## src/rtl/jmcm_pkg.sv

```systemverilog
// Shared types and constants for the joint move completion monitor.
package jmcm_pkg;

	// Sequencer states
	typedef enum logic [2:0] {
		ST_IDLE,
		ST_EVAL,
		ST_DIV,
		ST_FIN,
		ST_EMIT
	} state_t;

	// Move status codes
	localparam logic [2:0] STS_EXEC    = 3'd0;
	localparam logic [2:0] STS_DONE    = 3'd1;
	localparam logic [2:0] STS_SLOW    = 3'd2;
	localparam logic [2:0] STS_MISSING = 3'd3;
	localparam logic [2:0] STS_STUCK   = 3'd4;
	localparam logic [2:0] STS_TIMEOUT = 3'd5;

	// Configuration register indexes
	localparam logic REG_TARGET_ANGLE = 1'b0;
	localparam logic REG_MAX_SPEED    = 1'b1;

	// Time limits in microseconds
	localparam logic [15:0] DT_MAX_US      = 16'd50000;
	localparam logic [26:0] HALF_SEC_US    = 27'd500000;
	localparam logic [26:0] TIMEOUT_MIN_US = 27'd2000000;
	localparam logic [26:0] TIMEOUT_MAX_US = 27'd60000000;
	localparam logic [17:0] SETTLE_US      = 18'd100000;
	localparam logic [21:0] STALL_US       = 22'd3000000;

	// Q16.16 thresholds
	localparam logic [31:0] MIN_SPEED_Q = 32'd572;
	localparam logic [32:0] POS_TOL_Q   = 33'd286;
	localparam logic [31:0] SPD_TOL_Q   = 32'd229;

	// Timeout scale: 3 s per rad/(rad/s), in microseconds
	localparam logic [21:0] TIMEOUT_SCALE = 22'd3000000;

	// Saturation limits
	localparam logic [25:0] ELAPSED_MAX = 26'h3FFFFFF;
	localparam logic [21:0] STALL_MAX   = 22'h3FFFFF;
	localparam logic [17:0] SETTLE_MAX  = 18'h3FFFF;
	localparam logic [31:0] BEST_NONE   = 32'hFFFFFFFF;
	localparam logic [31:0] TRACK_MAX   = 32'hFFFFFFFE;

	// Divider geometry
	localparam int unsigned DVD_W = 55;
	localparam logic [5:0]  DIV_LAST = 6'd54;

endpackage

```

## src/rtl/joint_move_completion_monitor_top.sv

```systemverilog
// Joint move completion monitor: tick supervisor with an iterative timeout divider.
// Sequence: a tick is evaluated and then emitted; a start, or the first request, with a valid joint
//   and speed also runs the restoring divider for its timeout, and a finishing step, before the emit.
// Throughput: one request at a time; s_tready rises again once the result is loaded into the
//   output register, and the load waits while the previous result has not been taken.
// Reset: arst_n clears the move state, the configuration registers and the output valid.
module joint_move_completion_monitor_top (
	input  logic        clk,
	input  logic        arst_n,
	// configuration write port
	input  logic        cfg_we,
	input  logic        cfg_idx,
	input  logic [31:0] cfg_data,
	// request stream
	input  logic        s_tvalid,
	output logic        s_tready,
	input  logic [87:0] s_tdata,  // [19:0] tick_us, [51:20] measured_angle,
	                              // [83:52] measured_speed, [87:84] zero
	input  logic [2:0]  s_tuser,  // [0] cmd, [1] angle_valid, [2] speed_valid
	// result stream
	output logic        m_tvalid,
	input  logic        m_tready,
	output logic [63:0] m_tdata,  // [31:0] position_error, [57:32] elapsed_us, [63:58] zero
	output logic [2:0]  m_tuser   // [2:0] status
);

	// ------------------------------------------------------------------
	// Configuration registers
	// ------------------------------------------------------------------
	logic [31:0] target_q;
	logic [31:0] max_speed_q;

	always_ff @(posedge clk or negedge arst_n) begin
		if (!arst_n) begin
			target_q    <= '0;
			max_speed_q <= '0;
		end else if (cfg_we) begin
			unique case (cfg_idx)
				jmcm_pkg::REG_TARGET_ANGLE: target_q    <= cfg_data;
				jmcm_pkg::REG_MAX_SPEED:    max_speed_q <= cfg_data;
				default:                    ;
			endcase
		end
	end

	// ------------------------------------------------------------------
	// Sequencer state and move state
	// ------------------------------------------------------------------
	jmcm_pkg::state_t state_q, state_nxt;

	logic        started_q;
	logic        finished_q;
	logic [2:0]  final_q;
	logic [25:0] elapsed_q;
	logic [17:0] settle_q;
	logic [21:0] stall_q;
	logic [31:0] best_q;
	logic [25:0] timeout_q;

	// captured request (payload, no reset)
	logic        cmd_q;
	logic [15:0] dt_q;
	logic [31:0] ang_q;
	logic [31:0] meas_spd_q;
	logic        aval_q;
	logic        sval_q;

	// divider registers
	logic [jmcm_pkg::DVD_W-1:0] dvd_q;
	logic [31:0] rem_q;
	logic [31:0] div_spd_q;
	logic [25:0] quo_q;
	logic        ovf_q;
	logic [5:0]  cnt_q;

	// pending result
	logic [2:0]  res_status_q;
	logic [31:0] res_err_q;

	// output register
	logic        out_valid_q;
	logic [2:0]  out_status_q;
	logic [31:0] out_err_q;
	logic [25:0] out_elapsed_q;

	// control between sequencer and datapath
	typedef struct packed {
		logic accept;
		logic eval;
		logic div_step;
		logic fin;
		logic load_out;
	} ctl_t;
	ctl_t ctl;

	// ------------------------------------------------------------------
	// Request evaluation (combinational, used in ST_EVAL)
	// ------------------------------------------------------------------
	logic [15:0] dt_in;
	logic signed [32:0] err;
	logic [32:0] abs_err;
	logic [31:0] err_sat;
	logic [31:0] spd_abs;
	logic [31:0] om;
	logic        start_path;
	logic        speed_low;
	logic        need_div;
	logic [26:0] elapsed_sum;
	logic [25:0] elapsed_new;
	logic [22:0] stall_sum;
	logic [21:0] stall_sat;
	logic [21:0] stall_new;
	logic [18:0] settle_sum;
	logic [17:0] settle_sat;
	logic [17:0] settle_new;
	logic [31:0] trk;
	logic        progress;
	logic        in_tol;
	logic [2:0]  tick_status;
	logic [jmcm_pkg::DVD_W-1:0] prod;

	// clamp the step to 50 ms on capture
	assign dt_in = (s_tdata[19:0] > {4'b0, jmcm_pkg::DT_MAX_US}) ? jmcm_pkg::DT_MAX_US
	                                                              : s_tdata[15:0];

	assign err     = $signed({target_q[31], target_q}) - $signed({ang_q[31], ang_q});
	assign abs_err = err[32] ? 33'(-err) : 33'(err);
	assign err_sat = (err[32] != err[31]) ? (err[32] ? 32'h80000000 : 32'h7FFFFFFF)
	                                      : err[31:0];
	assign spd_abs = max_speed_q[31] ? (32'd0 - max_speed_q) : max_speed_q;
	assign om      = !sval_q ? 32'd0 : (meas_spd_q[31] ? (32'd0 - meas_spd_q) : meas_spd_q);

	assign start_path = cmd_q || !started_q;
	assign speed_low  = spd_abs < jmcm_pkg::MIN_SPEED_Q;
	assign need_div   = start_path && !speed_low && aval_q;

	// saturating timers
	assign elapsed_sum = {1'b0, elapsed_q} + {11'b0, dt_q};
	assign elapsed_new = elapsed_sum[26] ? jmcm_pkg::ELAPSED_MAX : elapsed_sum[25:0];
	assign stall_sum   = {1'b0, stall_q} + {7'b0, dt_q};
	assign stall_sat   = stall_sum[22] ? jmcm_pkg::STALL_MAX : stall_sum[21:0];
	assign settle_sum  = {1'b0, settle_q} + {3'b0, dt_q};
	assign settle_sat  = settle_sum[18] ? jmcm_pkg::SETTLE_MAX : settle_sum[17:0];

	// progress tracking: cap the error so the first tick always beats "none seen"
	assign trk        = (abs_err > {1'b0, jmcm_pkg::TRACK_MAX}) ? jmcm_pkg::TRACK_MAX
	                                                            : abs_err[31:0];
	assign progress   = trk < best_q;
	assign stall_new  = progress ? 22'd0 : stall_sat;
	assign in_tol     = (abs_err <= jmcm_pkg::POS_TOL_Q) && (om <= jmcm_pkg::SPD_TOL_Q);
	assign settle_new = in_tol ? settle_sat : 18'd0;

	always_comb begin
		priority if (!aval_q)
			tick_status = jmcm_pkg::STS_MISSING;
		else if (in_tol && (settle_sat >= jmcm_pkg::SETTLE_US))
			tick_status = jmcm_pkg::STS_DONE;
		else if (stall_new >= jmcm_pkg::STALL_US)
			tick_status = jmcm_pkg::STS_STUCK;
		else if (elapsed_new >= timeout_q)
			tick_status = jmcm_pkg::STS_TIMEOUT;
		else
			tick_status = jmcm_pkg::STS_EXEC;
	end

	// dividend for the timeout: |error| * 3e6
	assign prod = {22'b0, abs_err} * {33'b0, jmcm_pkg::TIMEOUT_SCALE};

	// ------------------------------------------------------------------
	// Divider step: one restoring subtract per cycle
	// ------------------------------------------------------------------
	logic [32:0] trial;
	logic        trial_ge;
	logic [32:0] trial_diff;

	assign trial      = {rem_q, dvd_q[jmcm_pkg::DVD_W-1]};
	assign trial_ge   = trial >= {1'b0, div_spd_q};
	assign trial_diff = trial - {1'b0, div_spd_q};

	// timeout = clamp(quotient + 0.5 s, 2 s, 60 s)
	logic [26:0] tsum;
	logic [25:0] timeout_new;

	assign tsum = {1'b0, quo_q} + jmcm_pkg::HALF_SEC_US;

	always_comb begin
		priority if (ovf_q || (tsum > jmcm_pkg::TIMEOUT_MAX_US))
			timeout_new = jmcm_pkg::TIMEOUT_MAX_US[25:0];
		else if (tsum < jmcm_pkg::TIMEOUT_MIN_US)
			timeout_new = jmcm_pkg::TIMEOUT_MIN_US[25:0];
		else
			timeout_new = tsum[25:0];
	end

	// ------------------------------------------------------------------
	// Sequencer: next state
	// ------------------------------------------------------------------
	logic out_free;
	assign out_free = !out_valid_q || m_tready;

	always_comb begin
		state_nxt = state_q;
		unique case (state_q)
			jmcm_pkg::ST_IDLE: if (s_tvalid) state_nxt = jmcm_pkg::ST_EVAL;
			jmcm_pkg::ST_EVAL: state_nxt = need_div ? jmcm_pkg::ST_DIV : jmcm_pkg::ST_EMIT;
			jmcm_pkg::ST_DIV:  if (cnt_q == jmcm_pkg::DIV_LAST) state_nxt = jmcm_pkg::ST_FIN;
			jmcm_pkg::ST_FIN:  state_nxt = jmcm_pkg::ST_EMIT;
			jmcm_pkg::ST_EMIT: if (out_free) state_nxt = jmcm_pkg::ST_IDLE;
			default:           state_nxt = jmcm_pkg::ST_IDLE;
		endcase
	end

	// Sequencer: control outputs
	always_comb begin
		ctl = '0;
		unique case (state_q)
			jmcm_pkg::ST_IDLE: ctl.accept   = s_tvalid;
			jmcm_pkg::ST_EVAL: ctl.eval     = 1'b1;
			jmcm_pkg::ST_DIV:  ctl.div_step = 1'b1;
			jmcm_pkg::ST_FIN:  ctl.fin      = 1'b1;
			jmcm_pkg::ST_EMIT: ctl.load_out = out_free;
			default:           ;
		endcase
	end

	assign s_tready = (state_q == jmcm_pkg::ST_IDLE);

	always_ff @(posedge clk or negedge arst_n) begin
		if (!arst_n) state_q <= jmcm_pkg::ST_IDLE;
		else         state_q <= state_nxt;
	end

	// ------------------------------------------------------------------
	// Capture the request
	// ------------------------------------------------------------------
	always_ff @(posedge clk) begin
		if (ctl.accept) begin
			cmd_q      <= s_tuser[0];
			aval_q     <= s_tuser[1];
			sval_q     <= s_tuser[2];
			dt_q       <= dt_in;
			ang_q      <= s_tdata[51:20];
			meas_spd_q <= s_tdata[83:52];
		end
	end

	// ------------------------------------------------------------------
	// Move state
	// ------------------------------------------------------------------
	always_ff @(posedge clk or negedge arst_n) begin
		if (!arst_n) begin
			started_q  <= 1'b0;
			finished_q <= 1'b0;
			final_q    <= jmcm_pkg::STS_EXEC;
			elapsed_q  <= '0;
			settle_q   <= '0;
			stall_q    <= '0;
			best_q     <= jmcm_pkg::BEST_NONE;
			timeout_q  <= '0;
		end else if (ctl.eval) begin
			if (start_path) begin
				// restart the move from scratch
				started_q  <= 1'b1;
				finished_q <= speed_low || !aval_q;
				final_q    <= speed_low ? jmcm_pkg::STS_SLOW
				            : (!aval_q ? jmcm_pkg::STS_MISSING : jmcm_pkg::STS_EXEC);
				elapsed_q  <= '0;
				settle_q   <= '0;
				stall_q    <= '0;
				best_q     <= jmcm_pkg::BEST_NONE;
			end else if (!finished_q) begin
				elapsed_q <= elapsed_new;
				if (aval_q) begin
					if (progress) best_q <= trk;
					stall_q  <= stall_new;
					settle_q <= settle_new;
				end
				if (tick_status != jmcm_pkg::STS_EXEC) begin
					finished_q <= 1'b1;
					final_q    <= tick_status;
				end
			end
		end else if (ctl.fin) begin
			timeout_q <= timeout_new;
		end
	end

	// ------------------------------------------------------------------
	// Pending result
	// ------------------------------------------------------------------
	always_ff @(posedge clk) begin
		if (ctl.eval) begin
			priority if (start_path) begin
				if (speed_low) begin
					res_status_q <= jmcm_pkg::STS_SLOW;
					res_err_q    <= aval_q ? err_sat : 32'd0;
				end else if (!aval_q) begin
					res_status_q <= jmcm_pkg::STS_MISSING;
					res_err_q    <= 32'd0;
				end else begin
					res_status_q <= jmcm_pkg::STS_EXEC;
					res_err_q    <= err_sat;
				end
			end else if (finished_q) begin
				// repeat the terminal status with the live error
				res_status_q <= final_q;
				res_err_q    <= aval_q ? err_sat : 32'd0;
			end else begin
				res_status_q <= tick_status;
				res_err_q    <= aval_q ? err_sat : 32'd0;
			end
		end
	end

	// ------------------------------------------------------------------
	// Timeout divider
	// ------------------------------------------------------------------
	always_ff @(posedge clk) begin
		if (ctl.eval) begin
			dvd_q     <= prod;
			rem_q     <= '0;
			quo_q     <= '0;
			ovf_q     <= 1'b0;
			div_spd_q <= spd_abs;
		end else if (ctl.div_step) begin
			rem_q <= trial_ge ? trial_diff[31:0] : trial[31:0];
			dvd_q <= {dvd_q[jmcm_pkg::DVD_W-2:0], 1'b0};
			quo_q <= {quo_q[24:0], trial_ge};
			ovf_q <= ovf_q | quo_q[25];
		end
	end

	always_ff @(posedge clk or negedge arst_n) begin
		if (!arst_n)           cnt_q <= '0;
		else if (ctl.eval)     cnt_q <= '0;
		else if (ctl.div_step) cnt_q <= cnt_q + 6'd1;
	end

	// ------------------------------------------------------------------
	// Output register: hold until taken
	// ------------------------------------------------------------------
	always_ff @(posedge clk or negedge arst_n) begin
		if (!arst_n)           out_valid_q <= 1'b0;
		else if (ctl.load_out) out_valid_q <= 1'b1;
		else if (m_tready)     out_valid_q <= 1'b0;
	end

	always_ff @(posedge clk) begin
		if (ctl.load_out) begin
			out_status_q  <= res_status_q;
			out_err_q     <= res_err_q;
			out_elapsed_q <= elapsed_q;
		end
	end

	assign m_tvalid = out_valid_q;
	assign m_tuser  = out_status_q;
	assign m_tdata  = {6'b0, out_elapsed_q, out_err_q};

	// ------------------------------------------------------------------
	// Assertions
	// ------------------------------------------------------------------
	a_busy_after_accept: assert property (@(posedge clk) disable iff (!arst_n)
		s_tvalid && s_tready |=> !s_tready)
		else $error("request accepted while previous one still in progress");

	a_div_count_range: assert property (@(posedge clk) disable iff (!arst_n)
		state_q == jmcm_pkg::ST_DIV |-> cnt_q <= jmcm_pkg::DIV_LAST)
		else $error("divider ran past its last step");

	a_finished_implies_started: assert property (@(posedge clk) disable iff (!arst_n)
		finished_q |-> started_q)
		else $error("move finished without being started");

	a_status_range: assert property (@(posedge clk) disable iff (!arst_n)
		m_tvalid |-> m_tuser <= jmcm_pkg::STS_TIMEOUT)
		else $error("result status code out of range");

endmodule

```

## config.mk

```make
export PLATFORM = sky130hd
export DESIGN_NAME = joint_move_completion_monitor_top
export DESIGN_NICKNAME = d
export VERILOG_FILES = /design/src/rtl/jmcm_pkg.sv /design/src/rtl/joint_move_completion_monitor_top.sv
export SDC_FILE = /design/constraint.sdc
export NUM_CORES = 2
export LEC_CHECK = 0
export BUFFER_PORTS_ARGS = -buffer_cell sky130_fd_sc_hd__buf_2
export CORE_MARGIN = 4
export CORE_UTILIZATION = 45
export DETAILED_ROUTE_END_ITERATION = 8
export HOLD_SLACK_MARGIN = 0.15
export PLACE_DENSITY = 0.66
export SLEW_MARGIN = 5
export SYNTH_ARGS = -nofsm -noshare
export SYNTH_HDL_FRONTEND = slang
export SYNTH_SLANG_ARGS = --single-unit
```

## constraint.sdc

```tcl
create_clock -name clk -period 25.5 [get_ports clk]
set_clock_uncertainty 0.1 [all_clocks]
set_input_delay 5.1 -clock clk [delete_from_list [all_inputs] [get_ports clk]]
set_output_delay 5.1 -clock clk [all_outputs]
set_load 0.02 [all_outputs]
```

; Word level (Yosys, flattened, before mapping)
; Index checks and enable logic that the tools add are counted.
[classes]
n_addsub = 10
multipliers = 1
div_mod_pow = 0
magnitude_cmp = 12
n_eq_ne = 10
n_shift = 0
mux = 57
n_bitwise = 3
reduce_logical = 28
[op_table]
columns = cell, n
row1 = two-way mux 32 bit, 11
row2 = two-way mux 26 bit, 5
row3 = two-way mux 22 bit, 5
row4 = two-way mux 55 bit, 2
row5 = two-way mux 18 bit, 5
row6 = "subtractor 1 x 32 -> 32 bit, first input constant", 2
row7 = "multiplier 33 x 16 -> 49 bit, second input constant", 1
row8 = two-way mux 3 bit, 13
row9 = greater-or-equal comparator 33 x 32 -> 1 bit, 1
row10 = "greater-than comparator 33 x 32 -> 1 bit, second input constant", 1
row11 = "<= comparator 33 x 9 -> 1 bit, second input constant", 1
row12 = two-way mux 33 bit, 1
row13 = negation 33 bit, 1
row14 = subtractor 32 x 32 -> 33 bit, 1
row15 = "<= comparator 32 x 8 -> 1 bit, second input constant", 1
row16 = "less-than comparator 32 x 10 -> 1 bit, second input constant", 1
row17 = less-than comparator 32 bit, 1
row18 = subtractor 32 bit, 1
row19 = adder 26 x 16 -> 27 bit, 1
row20 = "adder 26 x 19 -> 27 bit, second input constant", 1
row21 = "greater-than comparator 27 x 26 -> 1 bit, second input constant", 1
row22 = "less-than comparator 27 x 21 -> 1 bit, second input constant", 1
row23 = greater-or-equal comparator 26 bit, 1
row24 = adder 22 x 16 -> 23 bit, 1
row25 = 27 further kinds, 61
[totals]
ff_bits = 522
latchBits = 0
ramBits = 0
rom_bits = 0
input_bits = 129
out_inout_bits = 69
word_cells = 150
n_memories = 0

; Logic depth before layout (Yosys ltp)
[logic_depth]
ltp_word = 15
ltp_mapped = 41
ltp_nobuf = 39

; Worst setup path after synthesis
; Ideal clock, no wire load.
[synth_path]
path_type = flip-flop to flip-flop
startpoint = register ang_q[0]
endpoint = register dvd_q[54] (netlist bit), data pin
setup_time_ns = 0.267
t_arrival_ns = 9.508
required_ns = 25.133
slack_ns = 15.625
stages_incl_launch_ff = 36
n_path_buf = 0
period_less_slack_ns = 9.875
path_cell_list = edfxtp_1 -> ha_1 -> fa_1 -> nor2b_1 -> o2111ai_2 -> a31o_2 -> mux2i_1 -> a21o_1 -> or4_4 -> or4_4 -> or4b_2 -> o31ai_1 -> xor2_1 -> inv_1 -> ha_1 -> ha_1 -> fa_1 -> fa_1 -> inv_1 -> fa_1 -> inv_1 -> fa_1 -> ha_1 -> nand2_1 -> o21ai_0 -> a21o_1 -> nor3b_1 -> o21ai_0 -> a31oi_1 -> o21ai_0 -> a21o_1 -> a21o_1 -> a2111o_1 -> a31oi_1 -> xnor2_1 -> o21ai_0
[synth_between]
elab_chain_cells = 5
[synth_rtl]
columns = item, line
row1 = from (decl), joint_move_completion_monitor_top.sv:63  ; logic [31:0] ang_q;
row2 = from (signal assigned), joint_move_completion_monitor_top.sv:242  ; ang_q <= s_tdata[51:20];
row3 = subtractor 32 x 32 -> 33 bit *, joint_move_completion_monitor_top.sv:126  ; assign err = $signed({target_q[31], target_q}) - $signed({ang_q[31], ang_q});
row4 = negation 33 bit, joint_move_completion_monitor_top.sv:127  ; assign abs_err = err[32] ? 33'(-err) : 33'(err);
row5 = two-way mux 33 bit *, joint_move_completion_monitor_top.sv:127
row6 = multiplier 33 x 16 -> 49 bit *, joint_move_completion_monitor_top.sv:167  ; assign prod = {22'b0, abs_err} * {33'b0, jmcm_pkg::TIMEOUT_SCALE};
row7 = two-way mux 55 bit *, joint_move_completion_monitor_top.sv:319  ; if (ctl.eval) begin
row8 = to (signal assigned), joint_move_completion_monitor_top.sv:320  ; dvd_q <= prod;
row9 = to (signal assigned), joint_move_completion_monitor_top.sv:327  ; dvd_q <= {dvd_q[jmcm_pkg::DVD_W-2:0], 1'b0};
row10 = to (decl), joint_move_completion_monitor_top.sv:69  ; logic [jmcm_pkg::DVD_W-1:0] dvd_q;
; Mark *: on every way between the ends. The rest lies on a longest branch, timed or not.
; A chain may end at the register's enable or synchronous reset.

; Worst setup path in the final report
[layout_path]
startpoint = register ang_q[3]
endpoint = register dvd_q[54] (netlist bit), data pin
; The elaborated chain is that of the path after synthesis.

==> flow_metrics.env <==
export IMPL_critical_path_top_delay_family="compound AO/OA/AOI/OAI gates"
export IMPL_max_clock_freq_mhz=84.1
export IMPL_tightest_slew_ns=1.20
export IMPL_gr_total_overflow=0
export IMPL_clock_path_buffers=3
export IMPL_dpl_hpwl_um=78900
export IMPL_cts_tree="built"
export IMPL_die_area_um2=94600
export IMPL_cpMostUsedCell="fa_1"
export IMPL_postRouteAntennaNets=0
export IMPL_antenna_found_initial=2
export IMPL_reg2reg_to="dvd_q[54]"
export IMPL_post_route_period_util_pct=46.6
export IMPL_ys_flop_type="edfxtp_1"
export IMPL_maxSlewViolCount=0
export IMPL_start_util_pct=45.6
export IMPL_r2r_setup_slack_ns=13.61
export IMPL_grt_max_degree=96
export IMPL_fp_dieH_um=308
export IMPL_critPathBufInv=4
export IMPL_ys_ff_latch=522
export IMPL_grtUsageTotal_pct=21.6
export IMPL_hold_class="flop to flop"
export IMPL_synthTopCellsByArea="edfxtp_1 (19%), ha_1 (12%), fa_1 (12%)"
export IMPL_cts_setup_buffers=0
export IMPL_min_period_ns=11.89
export IMPL_numCtsBuffers=58
export IMPL_worstHoldPathCells=0
export IMPL_synth_area_leader_cell="edfxtp_1"
export IMPL_critical_path_max_stage_delay_ns=0.58
export IMPL_final_hold_viol_count=0
export IMPL_multi_input_area_um2=23600
export IMPL_netlist_instances=4072
export IMPL_whs_endpoint="m_tuser[2]"
export IMPL_avgSynthCellArea_um2=9.92
export IMPL_drcViolationCount=0
export IMPL_regArea_um2=14100
export IMPL_drive_gt1_share_pct=12.2
export IMPL_critPathKind="flop to flop"
export IMPL_cts_sinks=522
export IMPL_core_region_area_um2=88600
export IMPL_num_io_pins=198
export IMPL_drt_wl_total_um=101000
export IMPL_cp_slowest_cell="fa_1"
export IMPL_io_buffers=187
export IMPL_reg2reg_from="ang_q[3]"
export IMPL_viasPerCell=5.47
export IMPL_crit_required_ns=25.77
export IMPL_timing_setup_tns_ns=0
export IMPL_clk_latency_ns=0.65
export IMPL_critPathMaxFanout=19
export IMPL_first_global_vias=29900
export IMPL_finalSetupViolations=0
export IMPL_dr_first_iter_drc_count=1960
export IMPL_path_depth=36
export IMPL_ff2ff_path_depth=36
export IMPL_grt_pass1_wl_um=163000
export IMPL_dr_pass1_iters=6
export IMPL_status="complete, no violations"
export IMPL_die_w_um=308
export IMPL_maxCapViolCount=0
export IMPL_antenna_cells=0
export IMPL_htreeDepth=2
export IMPL_clockRootBuffer="clkbuf_16"
export IMPL_cts_hold_buf=0
export IMPL_crit_arrival_ns=12.16
export IMPL_worstSetupEndpointType="flop"
export IMPL_syn_cell_area_um2=40400
export IMPL_wl_per_cell_um=18.5
export IMPL_num_rows=109
export IMPL_ys_warn_count=0
export IMPL_globalplace_congestion=0.907
export IMPL_clkSlewWorstSetupHoldPaths_ns=0.06
export IMPL_critPathLaunchType="flop"
export IMPL_synth_enable_flop_cells=260
export IMPL_relSlewSlack_pct=19.8
export IMPL_ys_seq_area_share_pct=34.9
export IMPL_min_delay_start="res_status_q[2]"
export IMPL_fillCellCount=8139
export IMPL_post_cts_resize_count=0
export IMPL_synth_top_area_share_pct=19.3
export IMPL_synth_cell_type_count=105
export IMPL_vias=29800
export IMPL_rsz0062_at_grt="no"
export IMPL_syn2layout_area_growth_pct=10.7
export IMPL_synthArstFlopShare_pct=38.9
export IMPL_fin_nets=4990
## synthesized netlist by cell type (all sizes together) (30+ instances only)
master / instances
a21o: 63
a21oi: 204
a22o: 63
a2bb2oi: 33
a31oi: 39
and2: 33
clkbuf: 108
dfrtp: 171
dfstp: 32
dfxtp: 59
edfxtp: 260
fa: 239
ha: 388
inv: 574
mux2: 67
nand2: 345
nand2b: 50
nand3: 63
nand4: 44
nor2: 205
nor2b: 47
nor3: 59
o21a: 30
o21ai: 267
o31ai: 30
xnor2: 158
xor2: 61
## layer usage
layer	share of wire, %	vias to the layer above	wire length (µm)	track usage (%)
met4	3.2	0	3180	6.63
li1	-	14400	-	-
met2	46	747	46300	35.2
met1	44	14500	44900	29.3
met5	0	-	0	0
met3	6.5	157	6560	4.26
## worst max-delay path by stage
stage                  start         to  slack, ns
floorplan           ang_q[0]  dvd_q[54]      15.63
global placement    ang_q[3]  dvd_q[54]      13.80
detailed placement  ang_q[3]  dvd_q[54]      13.80
CTS                 ang_q[3]  dvd_q[54]      13.66
global route        ang_q[3]  dvd_q[54]      12.86
finish              ang_q[3]  dvd_q[54]      13.61
## state kept, by name (all words and copies together) (netlist names), 18 cells and up
register       count
ang_q             32
best_q            32
div_spd_q         32
dvd_q             49
elapsed_q         26
max_speed_q       32
meas_spd_q        32
out_elapsed_q     26
out_err_q         32
quo_q             26
rem_q             32
res_err_q         32
settle_q          18
stall_q           22
target_q          32
timeout_q         26
## kinds of logic (layout without fill, tap and decap cells)
group | after synthesis | in the layout | share of synthesized area [%]
compound gates | 929 | 929 | 15.5
xor+xnor | 219 | 219 | 4.77
fa+ha+maj | 627 | 627 | 23.9
buf+inv | 705 | 911 | 6.76
flops | 522 | 522 | 34.9
mux | 78 | 78 | 2.14
other cells | 1 | 6 | 0.00929
simple gates | 991 | 991 | 12.0
## final cells by class
type | instances | area share [%]
Tap cell | 1165 | 3.26
Sequential cell | 522 | 31.6
Clock buffer | 74 | 3.63
Timing Repair Buffer | 228 | 2.80
Multi-Input combinational cell | 2850 | 52.8
Inverter | 574 | 4.82
Clock inverter | 35 | 1.09
## per-stage QoR
stage,utilization [%],cells,hold WS (ns),setup WS [ns],cell area (µm²)
floorplan,-,4077,0.300,15.63,40400
global placement,48.1,5339,0.305,13.80,42600
detailed placement,48.1,5339,0.305,13.80,42600
CTS,50.4,5448,0.319,13.66,44700
global route,50.4,5448,0.321,12.86,44700
finish,50.4,5448,0.317,13.61,44700
## layout by cell type (no fill, tap or decap), types with 22 or more instances in the layout
master / netlist / final
and3_1: 29 / 28
nor4_1: 25 / 25
dfstp_2: 32 / 32
o21ai_0: 265 / 263
a2bb2oi_2: 30 / 30
fa_1: 239 / 239
buf_2: 0 / 186
xor2_1: 60 / 60
nand2_1: 345 / 344
clkbuf_16: 0 / 61
xnor2_1: 158 / 158
nor3_1: 58 / 56
a31oi_1: 38 / 37
nand3_1: 63 / 63
dfxtp_1: 59 / 59
a22o_1: 63 / 63
nor2_1: 205 / 204
o31ai_1: 28 / 28
nor2b_1: 47 / 46
a21o_1: 63 / 63
ha_1: 388 / 388
mux2_2: 67 / 67
or3_1: 22 / 22
nand4_1: 44 / 44
o21bai_1: 22 / 22
buf_4: 10 / 41
and2_1: 30 / 29
nand2b_1: 50 / 50
a21oi_1: 203 / 202
edfxtp_1: 260 / 260
dfrtp_1: 171 / 171
o21a_1: 30 / 30
inv_1: 574 / 572
Power is left out: the tool's default activity adds up to more than one toggle a clock period on the data nets, which glitch-free logic cannot reach.
